===== src/rfifo_pkg.sv =====
// ----------------------------------------------------------------------------
// rfifo_pkg
// Shared types and constants for the ring FIFO with drop and peek.
// ----------------------------------------------------------------------------
package rfifo_pkg;

    // Default geometry of the entry store.
    localparam int DEPTH_DEF = 16;
    localparam int WIDTH_DEF = 32;

    // Fixed widths of the operation fields and of the capacity register.
    localparam int OP_W  = 2;
    localparam int CNT_W = 5;

    typedef enum logic [OP_W-1:0] {
        OP_PUSH = 2'd0,
        OP_POP  = 2'd1,
        OP_DROP = 2'd2,
        OP_PEEK = 2'd3
    } op_t;

    // Outcome of one operation as decided by the pointer control.
    typedef struct packed {
        logic             ok;
        logic             rd;     // a successful pop or peek reads the store
        logic             wr;     // a successful push writes the store
        logic             full;
        logic             empty;
        logic [CNT_W-1:0] count;
    } rfifo_status_t;

endpackage


===== src/rfifo_ram.sv =====
// ----------------------------------------------------------------------------
// rfifo_ram
// Generic single-clock RAM with one write port and one registered read port.
// ----------------------------------------------------------------------------
module rfifo_ram #(
    parameter int W = 32,
    parameter int D = 16,
    parameter int AW = (D > 1) ? $clog2(D) : 1
) (
    input  logic          clk,
    input  logic          we,
    input  logic [AW-1:0] waddr,
    input  logic [W-1:0]  wdata,
    input  logic          re,
    input  logic [AW-1:0] raddr,
    output logic [W-1:0]  rdata
);

    logic [W-1:0] mem [D];
    logic [W-1:0] rdata_reg;

    always_ff @(posedge clk)
    begin
        if (we)
        begin
            mem[waddr] <= wdata;
        end
        if (re)
        begin
            rdata_reg <= mem[raddr];
        end
    end

    assign rdata = rdata_reg;

endmodule


===== src/rfifo_ctrl.sv =====
// ----------------------------------------------------------------------------
// rfifo_ctrl
// Head, tail, count and capacity registers of the ring FIFO, with the
// decision for each operation and the address it presents to the store.
// ----------------------------------------------------------------------------
module rfifo_ctrl #(
    parameter int DEPTH = rfifo_pkg::DEPTH_DEF,
    parameter int AW = (DEPTH > 1) ? $clog2(DEPTH) : 1
) (
    input  logic                        clk,
    input  logic                        rst_n,
    input  logic                        cfg_we,
    input  logic [rfifo_pkg::CNT_W-1:0] cfg_cap,
    input  logic                        op_go,
    input  logic [rfifo_pkg::OP_W-1:0]  op,
    input  logic [rfifo_pkg::CNT_W-1:0] amount,
    output rfifo_pkg::rfifo_status_t    status,
    output logic [AW-1:0]               addr
);

    localparam int CW = rfifo_pkg::CNT_W;
    // Arithmetic width: holds an index or a count plus one bit of carry.
    localparam int SW = ((AW > CW) ? AW : CW) + 1;
    localparam int CNT_MAX = (1 << CW) - 1;
    localparam logic [CW-1:0] CAP_MAX = CW'((DEPTH < CNT_MAX) ? DEPTH : CNT_MAX);

    logic [AW-1:0] head_reg, head_next;
    logic [AW-1:0] tail_reg, tail_next;
    logic [CW-1:0] count_reg, count_next;
    logic [CW-1:0] cap_reg, cap_next;

    logic [SW-1:0] cap_x;
    logic [SW-1:0] step;
    logic [SW-1:0] head_sum;
    logic [SW-1:0] head_adv;
    logic [SW-1:0] tail_sum;
    logic [SW-1:0] tail_adv;
    rfifo_pkg::op_t op_code;

    assign op_code = rfifo_pkg::op_t'(op);
    assign cap_x   = SW'(cap_reg);

    // Index arithmetic wraps with one compare and subtract: the sum stays
    // below twice the capacity whenever the result is used.
    always_comb
    begin
        step     = (op_code == rfifo_pkg::OP_POP) ? SW'(1) : SW'(amount);
        head_sum = SW'(head_reg) + step;
        head_adv = (head_sum >= cap_x) ? head_sum - cap_x : head_sum;
        tail_sum = SW'(tail_reg) + SW'(1);
        tail_adv = (tail_sum >= cap_x) ? tail_sum - cap_x : tail_sum;
    end

    // Capacity register write: zero means one, above the store depth clamps.
    always_comb
    begin
        if (cfg_cap == '0)
        begin
            cap_next = CW'(1);
        end
        else if (cfg_cap > CAP_MAX)
        begin
            cap_next = CAP_MAX;
        end
        else
        begin
            cap_next = cfg_cap;
        end
    end

    always_comb
    begin
        status       = '0;
        head_next    = head_reg;
        tail_next    = tail_reg;
        count_next   = count_reg;
        addr         = head_reg;
        unique case (op_code)
            rfifo_pkg::OP_PUSH:
            begin
                addr = tail_reg;
                if (count_reg < cap_reg)
                begin
                    status.ok  = 1'b1;
                    status.wr  = 1'b1;
                    tail_next  = tail_adv[AW-1:0];
                    count_next = count_reg + CW'(1);
                end
            end
            rfifo_pkg::OP_POP:
            begin
                if (count_reg != '0)
                begin
                    status.ok  = 1'b1;
                    status.rd  = 1'b1;
                    head_next  = head_adv[AW-1:0];
                    count_next = count_reg - CW'(1);
                end
            end
            rfifo_pkg::OP_DROP:
            begin
                if (amount <= count_reg)
                begin
                    status.ok  = 1'b1;
                    head_next  = head_adv[AW-1:0];
                    count_next = count_reg - amount;
                end
            end
            rfifo_pkg::OP_PEEK:
            begin
                addr = head_adv[AW-1:0];
                if (amount < count_reg)
                begin
                    status.ok = 1'b1;
                    status.rd = 1'b1;
                end
            end
            default:
            begin
                status.ok = 1'b0;
            end
        endcase
        status.count = count_next;
        status.full  = (count_next == cap_reg);
        status.empty = (count_next == '0);
    end

    always_ff @(posedge clk or negedge rst_n)
    begin
        if (!rst_n)
        begin
            head_reg  <= '0;
            tail_reg  <= '0;
            count_reg <= '0;
            cap_reg   <= CAP_MAX;
        end
        else if (cfg_we)
        begin
            head_reg  <= '0;
            tail_reg  <= '0;
            count_reg <= '0;
            cap_reg   <= cap_next;
        end
        else if (op_go)
        begin
            head_reg  <= head_next;
            tail_reg  <= tail_next;
            count_reg <= count_next;
        end
    end

    assert property (@(posedge clk) disable iff (!rst_n)
        (count_reg <= cap_reg) && (cap_reg != '0))
        else $error("fill count exceeds capacity or capacity is zero");

    assert property (@(posedge clk) disable iff (!rst_n)
        (SW'(head_reg) < cap_x) && (SW'(tail_reg) < cap_x))
        else $error("head or tail index outside the capacity");

    assert property (@(posedge clk) disable iff (!rst_n)
        (op_go && !status.ok && !cfg_we) |=>
            ($stable(count_reg) && $stable(head_reg) && $stable(tail_reg)))
        else $error("refused operation changed the FIFO state");

endmodule


===== src/ring_fifo_with_drop_and_peek.sv =====
// ----------------------------------------------------------------------------
// ring_fifo_with_drop_and_peek
// Circular FIFO with push, pop, multi-entry drop and peek at an offset.
// ----------------------------------------------------------------------------
// A result appears in the cycle after its operation is accepted.
// One operation per cycle unless a result stalls; the store is a RAM with
// one write and one registered read port, and each op uses at most one.
// Reset: head, tail and fill count clear, capacity goes to DEPTH (max 31);
// entry contents are undefined until written and are never read before then.
// ----------------------------------------------------------------------------
module ring_fifo_with_drop_and_peek #(
    parameter int DEPTH = rfifo_pkg::DEPTH_DEF,
    parameter int WIDTH = rfifo_pkg::WIDTH_DEF
) (
    input  logic                        clk,
    input  logic                        rst_n,

    // Capacity register write channel.
    input  logic                        cfg_valid,
    output logic                        cfg_ready,
    input  logic [rfifo_pkg::CNT_W-1:0] capacity_in_use,

    // Operation channel.
    input  logic                        in_valid,
    output logic                        in_stall,
    input  logic [rfifo_pkg::OP_W-1:0]  op,
    input  logic [WIDTH-1:0]            push_data,
    input  logic [rfifo_pkg::CNT_W-1:0] amount,

    // Result channel.
    output logic                        out_valid,
    input  logic                        out_stall,
    output logic                        ok,
    output logic [WIDTH-1:0]            read_data,
    output logic [rfifo_pkg::CNT_W-1:0] fill_count,
    output logic                        is_full,
    output logic                        is_empty
);

    localparam int AW = (DEPTH > 1) ? $clog2(DEPTH) : 1;

    logic                     in_xfer;
    logic                     cfg_xfer;
    logic                     out_valid_reg, out_valid_next;
    rfifo_pkg::rfifo_status_t status;
    rfifo_pkg::rfifo_status_t res_reg;
    logic [AW-1:0]            addr;
    logic [WIDTH-1:0]         ram_rdata;

    // cfg_ready is tied high. Writes must be issued only while no operation is
    // in flight; the block itself does not enforce this and has no interlock.
    assign cfg_ready = 1'b1;
    assign cfg_xfer  = cfg_valid && cfg_ready;

    // The result register is the only buffer between the two channels. A
    // new operation is taken whenever that register is empty or its result
    // is transferred in the same cycle, so the queue keeps streaming.
    assign in_stall = out_valid_reg && out_stall;
    assign in_xfer  = in_valid && !in_stall;

    rfifo_ctrl #(
        .DEPTH (DEPTH)
    ) u_ctrl (
        .clk     (clk),
        .rst_n   (rst_n),
        .cfg_we  (cfg_xfer),
        .cfg_cap (capacity_in_use),
        .op_go   (in_xfer),
        .op      (op),
        .amount  (amount),
        .status  (status),
        .addr    (addr)
    );

    // A push writes at the tail at the accepting edge. A pop or peek reads
    // at the same edge; the read data then sits in the RAM output register
    // and holds, since no other read is issued while the result waits. A
    // write followed by a read of the same entry in the next cycle sees the
    // new data because the write has already landed.
    rfifo_ram #(
        .W (WIDTH),
        .D (DEPTH)
    ) u_ram (
        .clk   (clk),
        .we    (in_xfer && status.wr),
        .waddr (addr),
        .wdata (push_data),
        .re    (in_xfer && status.rd),
        .raddr (addr),
        .rdata (ram_rdata)
    );

    assign out_valid_next = in_xfer || (out_valid_reg && out_stall);

    always_ff @(posedge clk or negedge rst_n)
    begin
        if (!rst_n)
        begin
            out_valid_reg <= 1'b0;
        end
        else
        begin
            out_valid_reg <= out_valid_next;
        end
    end

    // Result fields are payload and carry no reset.
    always_ff @(posedge clk)
    begin
        if (in_xfer)
        begin
            res_reg <= status;
        end
    end

    assign out_valid  = out_valid_reg;
    assign ok         = res_reg.ok;
    assign read_data  = res_reg.rd ? ram_rdata : '0;
    assign fill_count = res_reg.count;
    assign is_full    = res_reg.full;
    assign is_empty   = res_reg.empty;

    // A refused operation never returns data.
    assert property (@(posedge clk) disable iff (!rst_n)
        out_valid_reg |-> (res_reg.ok || (read_data == '0)))
        else $error("refused operation returned nonzero data");

    // The capacity is at least one, so full and empty never coincide.
    assert property (@(posedge clk) disable iff (!rst_n)
        out_valid_reg |-> !(res_reg.full && res_reg.empty))
        else $error("result reports full and empty together");

endmodule


===== config.mk =====
export PLATFORM = sky130hd
export DESIGN_NAME = ring_fifo_with_drop_and_peek
export DESIGN_NICKNAME = d
export VERILOG_FILES = /design/src/rfifo_pkg.sv /design/src/rfifo_ram.sv /design/src/rfifo_ctrl.sv /design/src/ring_fifo_with_drop_and_peek.sv
export SDC_FILE = /design/constraint.sdc
export NUM_CORES = 1
export LEC_CHECK = 0
export BUFFER_PORTS_ARGS = -buffer_cell sky130_fd_sc_hd__buf_4
export CORE_ASPECT_RATIO = 0.7
export CORE_MARGIN = 3
export CORE_UTILIZATION = 55
export DETAILED_ROUTE_END_ITERATION = 10
export PLACE_DENSITY_LB_ADDON = 0.3
export SLEW_MARGIN = 20
export SYNTH_ARGS = -nofsm -noshare
export SYNTH_HDL_FRONTEND = slang
export SYNTH_SLANG_ARGS = --single-unit
export TNS_END_PERCENT = 100

===== constraint.sdc =====
create_clock -name clk -period 8.3 [get_ports clk]
set_input_delay 0.415 -clock clk [delete_from_list [all_inputs] [get_ports clk]]
set_output_delay 0.415 -clock clk [all_outputs]
set_load 0.01 [all_outputs]

==> flow_summary.yaml <==
timing:
  timing.fmax_ghz: 0.156
  final.setup.tns_ns: 0
  max_slew_margin: 0.247
  final_max_slew_viol_count: 0
  timing.final.crit_period_ns: 6.40
  timing.clock.skew_ns: 0.0153
  final-setup-viol-count: 0
  final-hold-violation-count: 0
  rsz0062_at_grt: "no"
  worst_slew_pin_slew_ns: 1.13
  final.period_utilization: 0.771
cts:
  cts_tree: "done"
  cts.repair.resized: 0
  clock_tree.htree_level_count: 2
  cts-root-buf: "clkbuf_16"
  clock_insertion_delay_at_the_later_pin_of_the_skew_report_ns: 0.58
  ctsLongestPathBuffers: 3
  clk_pin_slew_worst_paths_ns: 0.07
  clock-sinks: 572
  cts_made_buffers: 52
power_and_ir_drop:
  share_clk_of_total_power: 0.312
  power.density_nw_per_um2: 281
  leakage_nw: 8.83
  max_ir_drop_vdd_mv: 0.192
  cellInternalPower_w: 0.00516
  power_frac_seq: 0.452
  swShare: 0.294
  net_switching_power_figure_w: 0.00215
  pwr-share-comb: 0.236
finish:
  flow.area_growth_from_synthesis_pct: 13.5
  drive_above_1_share: 0.143
  largest_register_ff_count: 512
  stdcell_count: 2075
  nets: 1581
  filler_cell_count: 2883
logic_synthesis:
  syn_area_sq_um: 22900
  synth_cell_type_count: 63
  synth_enable_flop_cells: 553
  postSynth.asyncResetShare: 0.0332
  yosysWarnings: 0
  avgSynthCellArea_sq_um: 16.2
  synthTopCellsByCount: "edfxtp_1, a22o_1, a22oi_1"
  netlist.area_leader.share: 0.724
  post-synth-top-count-cell: "edfxtp_1"
  post_synthesis_cell_count: 1419
  synth_sequential_area_ratio: 0.745
  synthFlopType: "edfxtp_1"
  post-synth-top-area-cell: "edfxtp_1"
  syn_nets: 1502
  synth_top_cells_by_area: "edfxtp_1, a22o_1, a22oi_1"
  ys_seq_elements: 572
floorplanning:
  die_area_sq_um: 44200
  initial_core_util: 0.567
  die_h_um: 177
  ios: 92
  floorplan.core_area_sq_um: 40500
  dieWidth_um: 250
  std_cell_rows: 61
placement:
  place_inst: 1976
  placement.io_buffers: 90
  hpwl_after_detailed_placement_um: 31900
  gp_congestion: 0.882
status:
  run_status: "finished, final reports clean"
flow_run:
  maxCapViolations: 0
min_path:
  worstHoldPathType: "primary input to register"
global_route:
  antenna_found_initial: 2
  grt_start_max_net_pins: 101
  grt_first_pass_wirelength_um: 84600
  grt_util_all_layers: 0.253
  overflow: 0
  vias_in_the_first_global_route: 13300
route:
  dr.first_iter.drc_count: 1809
  ant_nets: 0
  detail_route.drc_violations: 0
  routed_via_count_divided_by_cell_count: 6.57
  drt-pass1-iter-count: 7
  postRouteWirelength_um: 55900
  avgRoutedWirePerCell_um: 26.9
  route.vias.total: 13600
setup_path:
  crit_path_launch_type: "primary input"
  worstSetupEndpointType: "register"
  reg2reg_slack_ns: 2.06
  critical_path_required_ns: 8.49
  critical_path.max_fanout: 34
  worst-setup-path-type: "primary input to register"
  critPathArrivalTime_ns: 6.59
==> what timing repair did <==
action / CTS / global route
hold buffers: 1 / 0
endpoints found under the hold margin: 19 / 0
setup buffers: 0 / 0
==> layer usage <==
| layer | global-route usage | vias to the layer above | share of wire |
|---|---|---|---|
| li1 | - | 5964 | - |
| met1 | 0.397 | 6870 | 0.44 |
| met2 | 0.365 | 729 | 0.44 |
| met3 | 0.0517 | 78 | 0.10 |
| met4 | 0.0627 | 0 | 0.018 |
| met5 | 0 | - | 0 |
==> path summary, 6_finish.rpt <==
check | from | end | cells past startpoint
max in group asynchronous | rst_n | u_ctrl.cap_reg[4] | 2
min reg2reg | out_valid | out_valid | 2
min in group asynchronous | rst_n | u_ctrl.count_reg[0] | 2
max | op[1] | u_ram.mem[14][0] | 15
max reg2reg | u_ctrl.head_reg[1] | u_ram.mem[14][0] | 11
min | in_valid | out_valid | 2
==> final cells by class <==
class | count | area, sq um | area share
Clock buffer | 67 | 1380 | 0.0530
Antenna cell | 2 | 5.00 | 0.000192
Inverter | 31 | 116 | 0.00447
Sequential cell | 572 | 17100 | 0.656
Tap cell | 535 | 669 | 0.0257
Clock inverter | 27 | 209 | 0.00803
Multi-Input combinational cell | 724 | 5540 | 0.213
Timing Repair Buffer | 117 | 1030 | 0.0397
==> stage by stage <==
stage                     utilization  total power [W]  area [sq um]  worst slack, ns  hold slack, ns
after floorplan                     -          0.00448         22900             2.22           0.119
after detailed placement        0.603          0.00505         24400             1.35           0.322
after global routing            0.644          0.00759         26000             1.71          0.0453
after CTS                       0.642          0.00731         26000             1.95          0.0175
after global placement          0.598          0.00501         24200             1.51           0.321
final                           0.644          0.00731         26000             1.90          0.0369
==> placed cells by master (no fill, tap or decap), drive strengths merged, types with 4 or more instances in the layout <==
cell     netlist  layout
a21oi         24      24
edfxtp       553     553
a22o         160     160
a211oi         7       7
and2          39      39
nand2b         7       7
o21a           4       4
ha            30      30
nor3          10      10
nand2         38      38
clkinv         0      20
o2111ai       33      33
nor2b          4       4
a21o          44      44
a222oi        32      32
and3          12      12
a31oi          5       5
xnor2          6       6
buf           28     116
a22oi         66      66
fa             4       4
o211ai         8       8
xor2           5       5
clkbuf        64      67
o21ai         91      91
inv           31      34
nand3         11      11
nor3b          4       4
nor4           5       5
dfrtp         18      18
nor2          33      33
mux2i          4       4
==> critical path: stages <==
cell,delay [ns]
buf_4,0.09
inv_1,0.05
ha_1,0.33
or2_2,0.38
ha_1,0.23
fa_1,0.45
a21o_1,0.17
a21oi_1,0.19
xor2_1,0.17
ha_1,0.30
a221oi_4,0.36
a211oi_1,0.18
or4_2,1.14
a21boi_4,0.99
and3_2,1.11
==> kinds of logic after synthesis <==
kind of cell	after synthesis	share of synthesized area
AOI/OAI and AO/OA	500	0.167
xor gates and xnor gates	11	0.00420
adders and majority gates	34	0.0199
buffers and inverters	123	0.0227
DFF	572	0.745
muxes	6	0.00273
other	1	0.000163
and+or+nand+nor	172	0.0390
==> power groups by stage <==
stage | sequential, W | combinational, W | clock [W]
after floorplan | 0.00335 | 0.00113 | 0
after global placement | 0.00336 | 0.00165 | 0
after detailed placement | 0.00336 | 0.00169 | 0
after CTS | 0.00330 | 0.00170 | 0.00230
after global routing | 0.00331 | 0.00185 | 0.00243
final | 0.00330 | 0.00172 | 0.00228
No activity file was read; power rests on OpenSTA's default activity.
